==> src/rtl/core/ifn_pkg.sv <==
`timescale 1ns / 1ps
`default_nettype none
// ----------------------------------------------------------------------------
// ifn_pkg: shared types and constants of the integrate-and-fire neuron
// field widths, command and status codes, sequencer states, synapse entry
// ----------------------------------------------------------------------------
package ifn_pkg;

	// default sizes
	localparam int MAX_SYNAPSES_DEF = 16;
	localparam int NUM_SOURCES_DEF  = 16;

	// field widths
	localparam int CMD_W      = 2;
	localparam int SRC_ID_W   = 4;
	localparam int WEIGHT_W   = 16;
	localparam int SVAL_W     = 9;
	localparam int POT_W      = 24;
	localparam int THR_W      = 16;
	localparam int ROLE_W     = 2;
	localparam int IMP_W      = 2;
	localparam int STATUS_W   = 2;
	localparam int CFG_IDX_W  = 1;
	localparam int CFG_DATA_W = 16;
	localparam int IN_DATA_W  = 32;
	localparam int OUT_DATA_W = 32;
	// value (10 bit signed, at most 1.0) times weight
	localparam int PROD_W     = 26;
	localparam int FRAC_W     = 8;

	localparam logic [SVAL_W-1:0]         ONE_Q8    = SVAL_W'(256);
	localparam logic signed [THR_W-1:0]   THR_RESET = THR_W'(256);

	typedef enum logic [CMD_W-1:0] {
		CMD_ADD  = 2'd0,
		CMD_TICK = 2'd1,
		CMD_SET  = 2'd2
	} cmd_t;

	typedef enum logic [STATUS_W-1:0] {
		STS_DONE     = 2'd0,
		STS_APPENDED = 2'd1,
		STS_MERGED   = 2'd2,
		STS_FULL     = 2'd3
	} status_t;

	typedef enum logic [CFG_IDX_W-1:0] {
		REG_THRESHOLD = 1'b0,
		REG_ROLE      = 1'b1
	} cfg_reg_t;

	typedef enum logic [2:0] {
		S_IDLE,
		S_ADD_SCAN,
		S_ADD_WR,
		S_TICK_RUN,
		S_TICK_SUM,
		S_TICK_CMP,
		S_FINISH
	} state_t;

	typedef struct packed {
		logic [SRC_ID_W-1:0]        src;
		logic                       inv;
		logic signed [WEIGHT_W-1:0] weight;
	} syn_entry_t;

endpackage
`default_nettype wire

==> src/rtl/core/integrate_fire_neuron.sv <==
`timescale 1ns / 1ps
`default_nettype none
// ----------------------------------------------------------------------------
// integrate_fire_neuron: integrate-and-fire neuron with a synapse table
// sequencer around one multiply-accumulate and one synapse compare
// ----------------------------------------------------------------------------
// The block takes one item at a time and is not ready until its result is in
// the output register. Set source and the unused command go straight to the
// finish state, as does a tick right after firing. Add synapse scans the
// stored synapses, stops early when it merges, and then writes the merged or
// appended entry, or reports a full table without a write. A tick reads every
// stored synapse: the synapse
// memory hands out one entry per cycle on its single read port, and the tick
// pipeline (synapse read, source read, multiply, accumulate) then drains; a
// sum state adds and saturates, and a compare state compares. The finish
// state waits until the output register is free. There is no
// clearing pass after reset: source values carry one valid bit each, and only
// synapse entries below the fill count are ever used. Configuration writes are
// taken in any cycle and must come while the block is idle.
module integrate_fire_neuron
	#(
	parameter int MAX_SYNAPSES = ifn_pkg::MAX_SYNAPSES_DEF,
	parameter int NUM_SOURCES  = ifn_pkg::NUM_SOURCES_DEF
) (
	input  wire logic                            clk,
	input  wire logic                            arst_n,
	// input items
	input  wire logic                            s_tvalid,
	output logic                                 s_tready,
	// source_id[3:0], inverted[4], weight[20:5], source_value[29:21], zero[31:30]
	input  wire logic [ifn_pkg::IN_DATA_W-1:0]   s_tdata,
	// command[1:0]
	input  wire logic [ifn_pkg::CMD_W-1:0]       s_tuser,
	// result items
	output logic                                 m_tvalid,
	input  wire logic                            m_tready,
	// fired[0], impulse[2:1], potential[26:3], status[28:27], zero[31:29]
	output logic      [ifn_pkg::OUT_DATA_W-1:0]  m_tdata,
	// configuration writes
	input  wire logic                            cfg_valid,
	output logic                                 cfg_ready,
	input  wire logic [ifn_pkg::CFG_IDX_W-1:0]   cfg_index,
	input  wire logic [ifn_pkg::CFG_DATA_W-1:0]  cfg_data
);

	import ifn_pkg::*;

	localparam int SYN_AW = (MAX_SYNAPSES > 1) ? $clog2(MAX_SYNAPSES) : 1;
	localparam int SRC_AW = (NUM_SOURCES > 1) ? $clog2(NUM_SOURCES) : 1;
	localparam int CNT_W  = $clog2(MAX_SYNAPSES + 1);
	// sum of all products, then the floored sum and the membrane update
	localparam int ACC_W  = PROD_W + $clog2(MAX_SYNAPSES);
	localparam int SH_W   = ACC_W - FRAC_W;
	localparam int SUM_W  = ((SH_W > POT_W) ? SH_W : POT_W) + 1;
	localparam int SYN_W  = $bits(syn_entry_t);
	localparam logic signed [SUM_W-1:0] POT_HI = SUM_W'((2 ** (POT_W - 1)) - 1);
	localparam logic signed [SUM_W-1:0] POT_LO = -POT_HI - SUM_W'(1);
	localparam logic [CNT_W-1:0] CNT_FULL = CNT_W'(MAX_SYNAPSES);

	// input item fields
	logic [SRC_ID_W-1:0]        in_sid;
	logic                       in_inv;
	logic signed [WEIGHT_W-1:0] in_wgt;
	logic [SVAL_W-1:0]          in_sval;
	logic                       in_accept;
	logic                       in_sid_ok;

	assign in_sid    = s_tdata[3:0];
	assign in_inv    = s_tdata[4];
	assign in_wgt    = s_tdata[20:5];
	assign in_sval   = s_tdata[29:21];
	assign in_accept = s_tvalid && s_tready;
	assign in_sid_ok = int'(in_sid) < NUM_SOURCES;

	// sequencer and control state
	state_t             state_q, state_d;
	logic [CNT_W-1:0]   cnt_q;
	logic [CNT_W-1:0]   rd_cnt_q;
	logic               vld_s1, vld_s2, vld_s3;
	logic [NUM_SOURCES-1:0] src_vld_q;
	logic signed [POT_W-1:0] membrane_q;
	logic               fired_flag_q;
	logic signed [THR_W-1:0] threshold_q;
	logic [ROLE_W-1:0]  role_q;
	logic               out_vld_q;

	// latched item and pipeline payload
	logic [SRC_ID_W-1:0]        sid_q;
	logic                       inv_q;
	logic signed [WEIGHT_W-1:0] wgt_q;
	logic [SYN_AW-1:0]          idx_s1;
	logic                       inv_s2;
	logic signed [WEIGHT_W-1:0] wgt_s2;
	logic                       ok_s2;
	logic signed [PROD_W-1:0]   prod_s3;
	logic signed [ACC_W-1:0]    acc_q;
	logic                       res_fired_q;
	logic [IMP_W-1:0]           res_impulse_q;
	status_t                    res_status_q;
	logic [SYN_AW-1:0]          syn_wr_addr_q;
	syn_entry_t                 syn_wr_data_q;
	logic [OUT_DATA_W-1:0]      out_data_q;

	// combinational control
	logic       issue;
	logic       syn_we;
	logic       out_free;
	logic       match;
	logic       scan_end;
	logic       fire;
	logic       src_we;

	// memory ports
	logic [SYN_W-1:0]  syn_rdata;
	syn_entry_t        syn_rd;
	logic [SRC_AW-1:0] src_rd_addr;
	logic [SVAL_W-1:0] src_rdata;
	logic [SVAL_W-1:0] src_wdata;
	logic              src_ok_c;

	// arithmetic
	logic [SVAL_W-1:0]          val_c;
	logic [SVAL_W-1:0]          v_c;
	logic signed [SVAL_W:0]     v_ext;
	logic signed [PROD_W-1:0]   prod_c;
	logic signed [WEIGHT_W:0]   wsum_c;
	logic signed [WEIGHT_W-1:0] wsat_c;
	logic signed [SUM_W-1:0]    pot_sum_c;
	logic signed [POT_W-1:0]    pot_sat_c;

	assign syn_rd = syn_entry_t'(syn_rdata);

	// synapse table: source, inversion, weight
	ifn_ram #(
		.WIDTH(SYN_W),
		.DEPTH(MAX_SYNAPSES)
	) u_syn_ram (
		.clk    (clk),
		.wr_en  (syn_we),
		.wr_addr(syn_wr_addr_q),
		.wr_data(syn_wr_data_q),
		.rd_addr(rd_cnt_q[SYN_AW-1:0]),
		.rd_data(syn_rdata)
	);

	// presynaptic values, read at the source of the synapse just fetched
	assign src_rd_addr = SRC_AW'(syn_rd.src);
	assign src_ok_c    = (int'(syn_rd.src) < NUM_SOURCES) && src_vld_q[src_rd_addr];
	assign src_we      = in_accept && (s_tuser == CMD_SET) && in_sid_ok;
	// values above 1.0 are stored as 1.0
	assign src_wdata   = (in_sval > ONE_Q8) ? ONE_Q8 : in_sval;

	ifn_ram #(
		.WIDTH(SVAL_W),
		.DEPTH(NUM_SOURCES)
	) u_src_ram (
		.clk    (clk),
		.wr_en  (src_we),
		.wr_addr(SRC_AW'(in_sid)),
		.wr_data(src_wdata),
		.rd_addr(src_rd_addr),
		.rd_data(src_rdata)
	);

	// tick datapath: never-written or out-of-range sources read as zero
	assign val_c  = ok_s2 ? src_rdata : '0;
	assign v_c    = inv_s2 ? (ONE_Q8 - val_c) : val_c;
	assign v_ext  = signed'({1'b0, v_c});
	assign prod_c = PROD_W'(v_ext) * PROD_W'(wgt_s2);

	// floor of the sum to q.8 is an arithmetic shift
	assign pot_sum_c = SUM_W'(membrane_q) + SUM_W'(acc_q >>> FRAC_W);
	always_comb begin
		if (pot_sum_c > POT_HI) begin
			pot_sat_c = POT_HI[POT_W-1:0];
		end else if (pot_sum_c < POT_LO) begin
			pot_sat_c = POT_LO[POT_W-1:0];
		end else begin
			pot_sat_c = pot_sum_c[POT_W-1:0];
		end
	end

	// merge: saturating 16-bit weight sum
	assign wsum_c = (WEIGHT_W + 1)'(syn_rd.weight) + (WEIGHT_W + 1)'(wgt_q);
	always_comb begin
		if (wsum_c[WEIGHT_W] != wsum_c[WEIGHT_W-1]) begin
			wsat_c = wsum_c[WEIGHT_W] ? {1'b1, {(WEIGHT_W - 1){1'b0}}}
			                          : {1'b0, {(WEIGHT_W - 1){1'b1}}};
		end else begin
			wsat_c = wsum_c[WEIGHT_W-1:0];
		end
	end

	assign match    = (syn_rd.src == sid_q) && (syn_rd.inv == inv_q);
	assign scan_end = !vld_s1 && (rd_cnt_q == cnt_q);
	assign fire     = membrane_q >= POT_W'(threshold_q);
	assign out_free = !out_vld_q || m_tready;

	// next state and sequencer outputs
	always_comb begin
		state_d = state_q;
		issue   = 1'b0;
		syn_we  = 1'b0;
		case (state_q)
			S_IDLE: begin
				if (s_tvalid) begin
					case (s_tuser)
						CMD_ADD:  state_d = S_ADD_SCAN;
						CMD_TICK: state_d = fired_flag_q ? S_FINISH : S_TICK_RUN;
						default:  state_d = S_FINISH;
					endcase
				end
			end
			S_ADD_SCAN: begin
				// stop fetching on the first hit
				issue = (rd_cnt_q < cnt_q) && !(vld_s1 && match);
				if (vld_s1 && match) begin
					state_d = S_ADD_WR;
				end else if (scan_end) begin
					state_d = (cnt_q == CNT_FULL) ? S_FINISH : S_ADD_WR;
				end
			end
			S_ADD_WR: begin
				syn_we  = 1'b1;
				state_d = S_FINISH;
			end
			S_TICK_RUN: begin
				issue = rd_cnt_q < cnt_q;
				if (!issue && !vld_s1 && !vld_s2 && !vld_s3) begin
					state_d = S_TICK_SUM;
				end
			end
			S_TICK_SUM: state_d = S_TICK_CMP;
			S_TICK_CMP: state_d = S_FINISH;
			S_FINISH: begin
				if (out_free) begin
					state_d = S_IDLE;
				end
			end
			default: state_d = S_IDLE;
		endcase
	end

	assign s_tready  = (state_q == S_IDLE);
	assign cfg_ready = 1'b1;
	assign m_tvalid  = out_vld_q;
	assign m_tdata   = out_data_q;

	// control registers
	always_ff @(posedge clk or negedge arst_n) begin
		if (!arst_n) begin
			state_q      <= S_IDLE;
			cnt_q        <= '0;
			rd_cnt_q     <= '0;
			vld_s1       <= 1'b0;
			vld_s2       <= 1'b0;
			vld_s3       <= 1'b0;
			src_vld_q    <= '0;
			membrane_q   <= '0;
			fired_flag_q <= 1'b0;
			threshold_q  <= THR_RESET;
			role_q       <= '0;
			out_vld_q    <= 1'b0;
		end else begin
			state_q <= state_d;
			vld_s1  <= issue;
			// only a tick feeds the multiply-accumulate
			vld_s2  <= vld_s1 && (state_q == S_TICK_RUN);
			vld_s3  <= vld_s2;

			if (in_accept) begin
				rd_cnt_q <= '0;
			end else if (issue) begin
				rd_cnt_q <= rd_cnt_q + CNT_W'(1);
			end

			// append
			if ((state_q == S_ADD_SCAN) && !(vld_s1 && match) && scan_end
			    && (cnt_q != CNT_FULL)) begin
				cnt_q <= cnt_q + CNT_W'(1);
			end

			if (src_we) begin
				src_vld_q[SRC_AW'(in_sid)] <= 1'b1;
			end

			// the tick after firing only clears the flag
			if (in_accept && (s_tuser == CMD_TICK) && fired_flag_q) begin
				fired_flag_q <= 1'b0;
			end

			if (state_q == S_TICK_SUM) begin
				membrane_q <= pot_sat_c;
			end
			if ((state_q == S_TICK_CMP) && fire) begin
				membrane_q   <= '0;
				fired_flag_q <= 1'b1;
			end

			if (cfg_valid && cfg_ready) begin
				case (cfg_index)
					REG_THRESHOLD: threshold_q <= cfg_data[THR_W-1:0];
					REG_ROLE:      role_q      <= cfg_data[ROLE_W-1:0];
					default:       ;
				endcase
			end

			if ((state_q == S_FINISH) && out_free) begin
				out_vld_q <= 1'b1;
			end else if (m_tready) begin
				out_vld_q <= 1'b0;
			end
		end
	end

	// payload registers
	always_ff @(posedge clk) begin
		idx_s1  <= rd_cnt_q[SYN_AW-1:0];
		inv_s2  <= syn_rd.inv;
		wgt_s2  <= syn_rd.weight;
		ok_s2   <= src_ok_c;
		prod_s3 <= prod_c;
		if (vld_s3) begin
			acc_q <= acc_q + ACC_W'(prod_s3);
		end

		if (in_accept) begin
			sid_q         <= in_sid;
			inv_q         <= in_inv;
			wgt_q         <= in_wgt;
			acc_q         <= '0;
			res_fired_q   <= 1'b0;
			res_impulse_q <= '0;
			res_status_q  <= STS_DONE;
		end

		if (state_q == S_ADD_SCAN) begin
			if (vld_s1 && match) begin
				syn_wr_addr_q <= idx_s1;
				syn_wr_data_q <= '{src: syn_rd.src, inv: syn_rd.inv, weight: wsat_c};
				res_status_q  <= STS_MERGED;
			end else if (scan_end) begin
				if (cnt_q == CNT_FULL) begin
					res_status_q <= STS_FULL;
				end else begin
					syn_wr_addr_q <= cnt_q[SYN_AW-1:0];
					syn_wr_data_q <= '{src: sid_q, inv: inv_q, weight: wgt_q};
					res_status_q  <= STS_APPENDED;
				end
			end
		end

		if ((state_q == S_TICK_CMP) && fire) begin
			res_fired_q   <= 1'b1;
			res_impulse_q <= role_q;
		end

		if ((state_q == S_FINISH) && out_free) begin
			out_data_q <= {3'b000, res_status_q, membrane_q, res_impulse_q, res_fired_q};
		end
	end

	// the fill count never passes the table size
	a_cnt_bound: assert property (@(posedge clk) disable iff (!arst_n)
		cnt_q <= CNT_FULL)
		else $error("synapse count beyond table size");

	// no fetch or product in flight while a new item may enter
	a_idle_drained: assert property (@(posedge clk) disable iff (!arst_n)
		s_tready |-> !(vld_s1 || vld_s2 || vld_s3))
		else $error("pipeline busy while ready");

	// the fired flag is set only by a threshold compare
	a_fire_source: assert property (@(posedge clk) disable iff (!arst_n)
		$rose(fired_flag_q) |-> $past(state_q) == S_TICK_CMP)
		else $error("fired flag set outside compare");

	// a firing result reports a reset potential
	a_fire_pot: assert property (@(posedge clk) disable iff (!arst_n)
		(m_tvalid && m_tdata[0]) |-> (m_tdata[26:3] == '0))
		else $error("fired result with nonzero potential");

	// an append write comes with a nonzero fill count
	a_append_count: assert property (@(posedge clk) disable iff (!arst_n)
		(state_q == S_ADD_WR && res_status_q == STS_APPENDED) |-> cnt_q != '0)
		else $error("append without count increment");

endmodule
`default_nettype wire

==> src/rtl/core/ifn_ram.sv <==
`timescale 1ns / 1ps
`default_nettype none
// ----------------------------------------------------------------------------
// ifn_ram: generic single-write, single-read memory
// one write port, one read port with registered read data
// ----------------------------------------------------------------------------
module ifn_ram #(
	parameter int WIDTH = 8,
	parameter int DEPTH = 16,
	localparam int AW = (DEPTH > 1) ? $clog2(DEPTH) : 1
) (
	input  wire logic             clk,
	input  wire logic             wr_en,
	input  wire logic [AW-1:0]    wr_addr,
	input  wire logic [WIDTH-1:0] wr_data,
	input  wire logic [AW-1:0]    rd_addr,
	output logic      [WIDTH-1:0] rd_data
);

	logic [WIDTH-1:0] mem_q [DEPTH];

	always_ff @(posedge clk) begin
		if (wr_en) begin
			mem_q[wr_addr] <= wr_data;
		end
		rd_data <= mem_q[rd_addr];
	end

endmodule
`default_nettype wire
==> config.mk <==
export PLATFORM = sky130hd
export DESIGN_NAME = integrate_fire_neuron
export DESIGN_NICKNAME = d
export VERILOG_FILES = /design/src/rtl/core/ifn_pkg.sv /design/src/rtl/core/integrate_fire_neuron.sv /design/src/rtl/core/ifn_ram.sv
export SDC_FILE = /design/constraint.sdc
export NUM_CORES = 1
export LEC_CHECK = 0
export ABC_AREA = 1
export BUFFER_PORTS_ARGS = -buffer_cell sky130_fd_sc_hd__buf_2
export CORE_MARGIN = 3
export CORE_UTILIZATION = 40
export CTS_BUF_LIST = sky130_fd_sc_hd__clkbuf_8 sky130_fd_sc_hd__clkbuf_16
export DETAILED_ROUTE_END_ITERATION = 8
export SETUP_SLACK_MARGIN = 0.15
export SKIP_LAST_GASP = 1
export SLEW_MARGIN = 20
export SYNTH_ARGS = -nofsm -noshare
export SYNTH_HDL_FRONTEND = slang
export SYNTH_SLANG_ARGS = --single-unit
==> constraint.sdc <==
create_clock -name clk -period 12.7 [get_ports clk]
set_input_delay 2.54 -clock clk [delete_from_list [all_inputs] [get_ports clk]]
set_output_delay 2.54 -clock clk [all_outputs]
set_load 0.005 [all_outputs]
==> summary.txt <==
FLOORPLANNING
---------------------------------------------------------------------------------
Standard-cell row count ............................................          113
Width of the die ...................................................       317 µm
Ports ..............................................................           91
Die ar. ............................................................  100,000 µm²
Core box area ......................................................   95,300 µm²
Initial core utilization ...........................................        40.5%
Die Span Y .........................................................       317 µm

LOGIC SYNTHESIS
---------------------------------------------------------------------------------
Sequential fraction of the synthesis area ..........................        54.0%
Post-synthesis instance total ......................................        3,879
Yosys warnings .....................................................            0
Area share of the leading cell type in the synthesized netlist .....        43.3%
Top cells by area in the synthesized netlist ....................... sky130_fd_sc_hd__edfxtp_1 43%, sky130_fd_sc_hd__nand2_1 6.9%, sky130_fd_sc_hd__fa_1 6.5%, sky130_fd_sc_hd__dfxtp_1 5.8%, sky130_fd_sc_hd__nor2_1 5.3%
Yosys top cell by area ............................................. sky130_fd_sc_hd__edfxtp_1
Netlist area before placement ......................................   38,600 µm²
Seq cells post-synth ...............................................          744
Asr flop ratio synth ...............................................        10.2%
Post-synth EDFFs ...................................................          557
Prevailing post-synth register cell ................................ sky130_fd_sc_hd__edfxtp_1
Count of unique library cells instantiated by Yosys ................           56
Syn Area/Cell ......................................................     9.95 µm²

GRT
---------------------------------------------------------------------------------
Antenna violations before repair ...................................            2
Global-route wire length before repair .............................       148 mm
Global route overflow ..............................................            0
Via count of the first global-routing pass .........................       25,900
Pin count of the biggest net entering global routing ...............           96
Total global routing track utilization .............................        19.1%

LAYOUT
---------------------------------------------------------------------------------
Number of standard cells in the final layout excluding fillers .....        5,276
Final-stage net count ..............................................        4,284
Most common library cell in the layout ignoring fill and taps ...... sky130_fd_sc_hd__nand2_1
Ratio of cells with drive above 1 in the final layout ..............        7.78%
Layout overhead on the synthesized area ............................        11.3%
Fill cell instance count of the final layout .......................        9,049
Top library cells by usage in the layout, fill and taps aside ...... 705 x sky130_fd_sc_hd__nand2_1, 557 x sky130_fd_sc_hd__edfxtp_1, 522 x sky130_fd_sc_hd__nor2_1

CRITICAL PATH
---------------------------------------------------------------------------------
Cell with the largest stage delay on the worst path ................ sky130_fd_sc_hd__fa_1
Worst reg2reg path depth ...........................................           26
Crit Reg-Reg Startpoint ............................................        ok_s2
Cell class contributing the biggest share of worst-path delay ......  adder cells
Longest individual stage delay on the worst path ...................      0.58 ns
Buf/Inv on CP ......................................................            7
Crit path capture type .............................................         flop
Endpoint of the most critical register-to-register path ............  prod_s3[25]
Reg2Reg Setup Slack ................................................      6.17 ns
CP required ........................................................     13.23 ns
Sort of element at the start of the critical path ..................         flop
CP Class ........................................................... flop to flop
Arrival time at the worst endpoint .................................      7.06 ns
Crit Path Max Fanout ...............................................           14

PLACE
---------------------------------------------------------------------------------
Total instance count after detailed placement ......................        5,124
HPWL reported at the end of detailed placement .....................      62.6 mm
Global placer's final weighted congestion ..........................        0.912
Worst slack, placed ................................................      5.94 ns
Number of buffers inserted by port buffering .......................           84

DRT
---------------------------------------------------------------------------------
Post-Route WL ......................................................      94.9 mm
DRC errors left ....................................................            0
Number of vias per cell ............................................         5.11
Vias post-DR .......................................................       27,000
Drt wl/cell ........................................................      18.0 µm
Post-route ant nets ................................................            0
Number of detailed-routing iterations run before antenna repair ....            5
DRC violation total after the first TritonRoute iteration ..........        2,121

STA
---------------------------------------------------------------------------------
Total Neg Setup Slack ..............................................         0 ns
F_max ..............................................................      153 MHz
Worst-case hold slack ..............................................     0.365 ns
Final critical-path share of the clock period ......................        51.4%
Number of hold violations in the final report ......................            0
Post-route worst setup slack .......................................      6.17 ns
Fin crit period ....................................................      6.53 ns
Setup repair after global routing missed its margin ................           no
Final number of max-transition violations ..........................            0
Post-Route Skew ....................................................    0.0341 ns
Max-Slew Margin vs Limit ...........................................        27.2%
Endpoints failing setup ............................................            0
Actual transition at the worst max-transition pin ..................      1.09 ns

CTS
---------------------------------------------------------------------------------
Register clock-pin slew on the reported worst setup and hold paths .      0.06 ns
Resize count post-CTS ..............................................            0
Clock H-tree levels ................................................            3
Number of buffers inserted during clock tree synthesis .............           81
Clock latency at the later pin of the worst-skew pair ..............      0.65 ns
Post CTS Setup Buffer Count ........................................            0
Number of clock sinks seen by CTS ..................................          744
Clock root buffer .................................................. sky130_fd_sc_hd__clkbuf_16
Clock Tree Buf Depth ...............................................            3
TritonCTS clock tree ...............................................          yes
Quantity of hold-fixing buffers added after cts ....................            0

FLOW RUN
---------------------------------------------------------------------------------
Number of max-capacitance violations reported ......................            0

MIN PATH
---------------------------------------------------------------------------------
Hold_sp ............................................................ u_syn_ram.rd_data[14]
Worst hold path cell count .........................................            0
WHS Endpoint .......................................................   wgt_s2[14]
Tightest Hold Check Type ........................................... flop to flop

RUN STATUS
---------------------------------------------------------------------------------
Run status ......................................................... finished, final reports clean

-- metrics by stage --
stage / util (%) / instance area [µm²]
2_1_floorplan: - / 38600
3_3_place_gp: 42.3 / 40300
3_5_place_dp: 42.3 / 40300
4_1_cts: 45.1 / 43000
5_1_grt: 45.1 / 43000
6_report: 45.1 / 43000
-- synth_stat cells (all sizes together) (52+ instances only) --
cell type    n
dfxtp      111
nand2      718
dfrtp       75
buf         59
o21ai      261
clkbuf      85
ha         161
inv        472
o221ai      62
a21oi      140
nand3      181
o32ai       52
edfxtp     557
fa         125
nor2       555
-- worst max-delay path by stage --
stage | start | endpoint | slack, ns | depth (start not counted)
5_1_grt | ok_s2 | prod_s3[25] | 5.67 | 26
6_report | ok_s2 | prod_s3[25] | 6.17 | 26
2_1_floorplan | ok_s2 | prod_s3[25] | 7.04 | 30
3_5_place_dp | ok_s2 | prod_s3[18] | 5.94 | 21
3_3_place_gp | ok_s2 | prod_s3[23] | 5.99 | 21
4_1_cts | ok_s2 | prod_s3[18] | 5.93 | 21
-- per-layer routing --
metal,wire [µm],GRT usage [%],up-vias
met5,13,0,-
met4,2180,5.29,2
met3,4840,2.91,111
met2,42700,30.0,656
met1,45200,27.4,13000
li1,-,-,13200
-- state kept, by name, summed over array words and instances (netlist names), 2 cells and up --
signal and cells:
u_src_ram.mem_q 144, u_syn_ram.rd_data 21, res_impulse_q 2, acc_q 30
threshold_q 16, u_syn_ram.mem_q 336, sid_q 4, prod_s3 26
cnt_q 5, m_tdata 29, src_vld_q 16, idx_s1 4
syn_wr_addr_q 4, u_src_ram.rd_data 9, wgt_s2 16, role_q 2
rd_cnt_q 5, wgt_q 16, membrane_q 24, res_status_q 2
syn_wr_data_q 21, state_q 3
-- cell families (layout without fill, tap and decap cells) --
group | after synthesis | count (layout) | share of synthesized area (%)
XOR/XNOR | 67 | 67 | 1.52
adder cells (fa/ha/maj) | 286 | 286 | 11.7
AND/OR/NAND/NOR | 1537 | 1537 | 16.4
AO/OA/AOI/OAI | 592 | 592 | 9.26
buffers and inverters | 619 | 746 | 6.28
multiplexers | 32 | 32 | 0.830
other | 2 | 7 | 0.0195
flip-flops | 744 | 744 | 54.0
-- area by class of cell --
type | count | area (µm²) | share of cell area [%]
sequential | 744 | 20900 | 48.5
multi-input combinational | 2518 | 15400 | 35.8
clock buffer | 90 | 2180 | 5.08
inverter | 475 | 1790 | 4.16
tap | 1265 | 1580 | 3.68
timing repair buffer | 122 | 708 | 1.65
clock inverter | 59 | 438 | 1.02
antenna | 3 | 7.51 | 0.0175
Power is left out: the tool's default activity adds up to more than one toggle a clock period on the data nets, which glitch-free logic cannot reach.
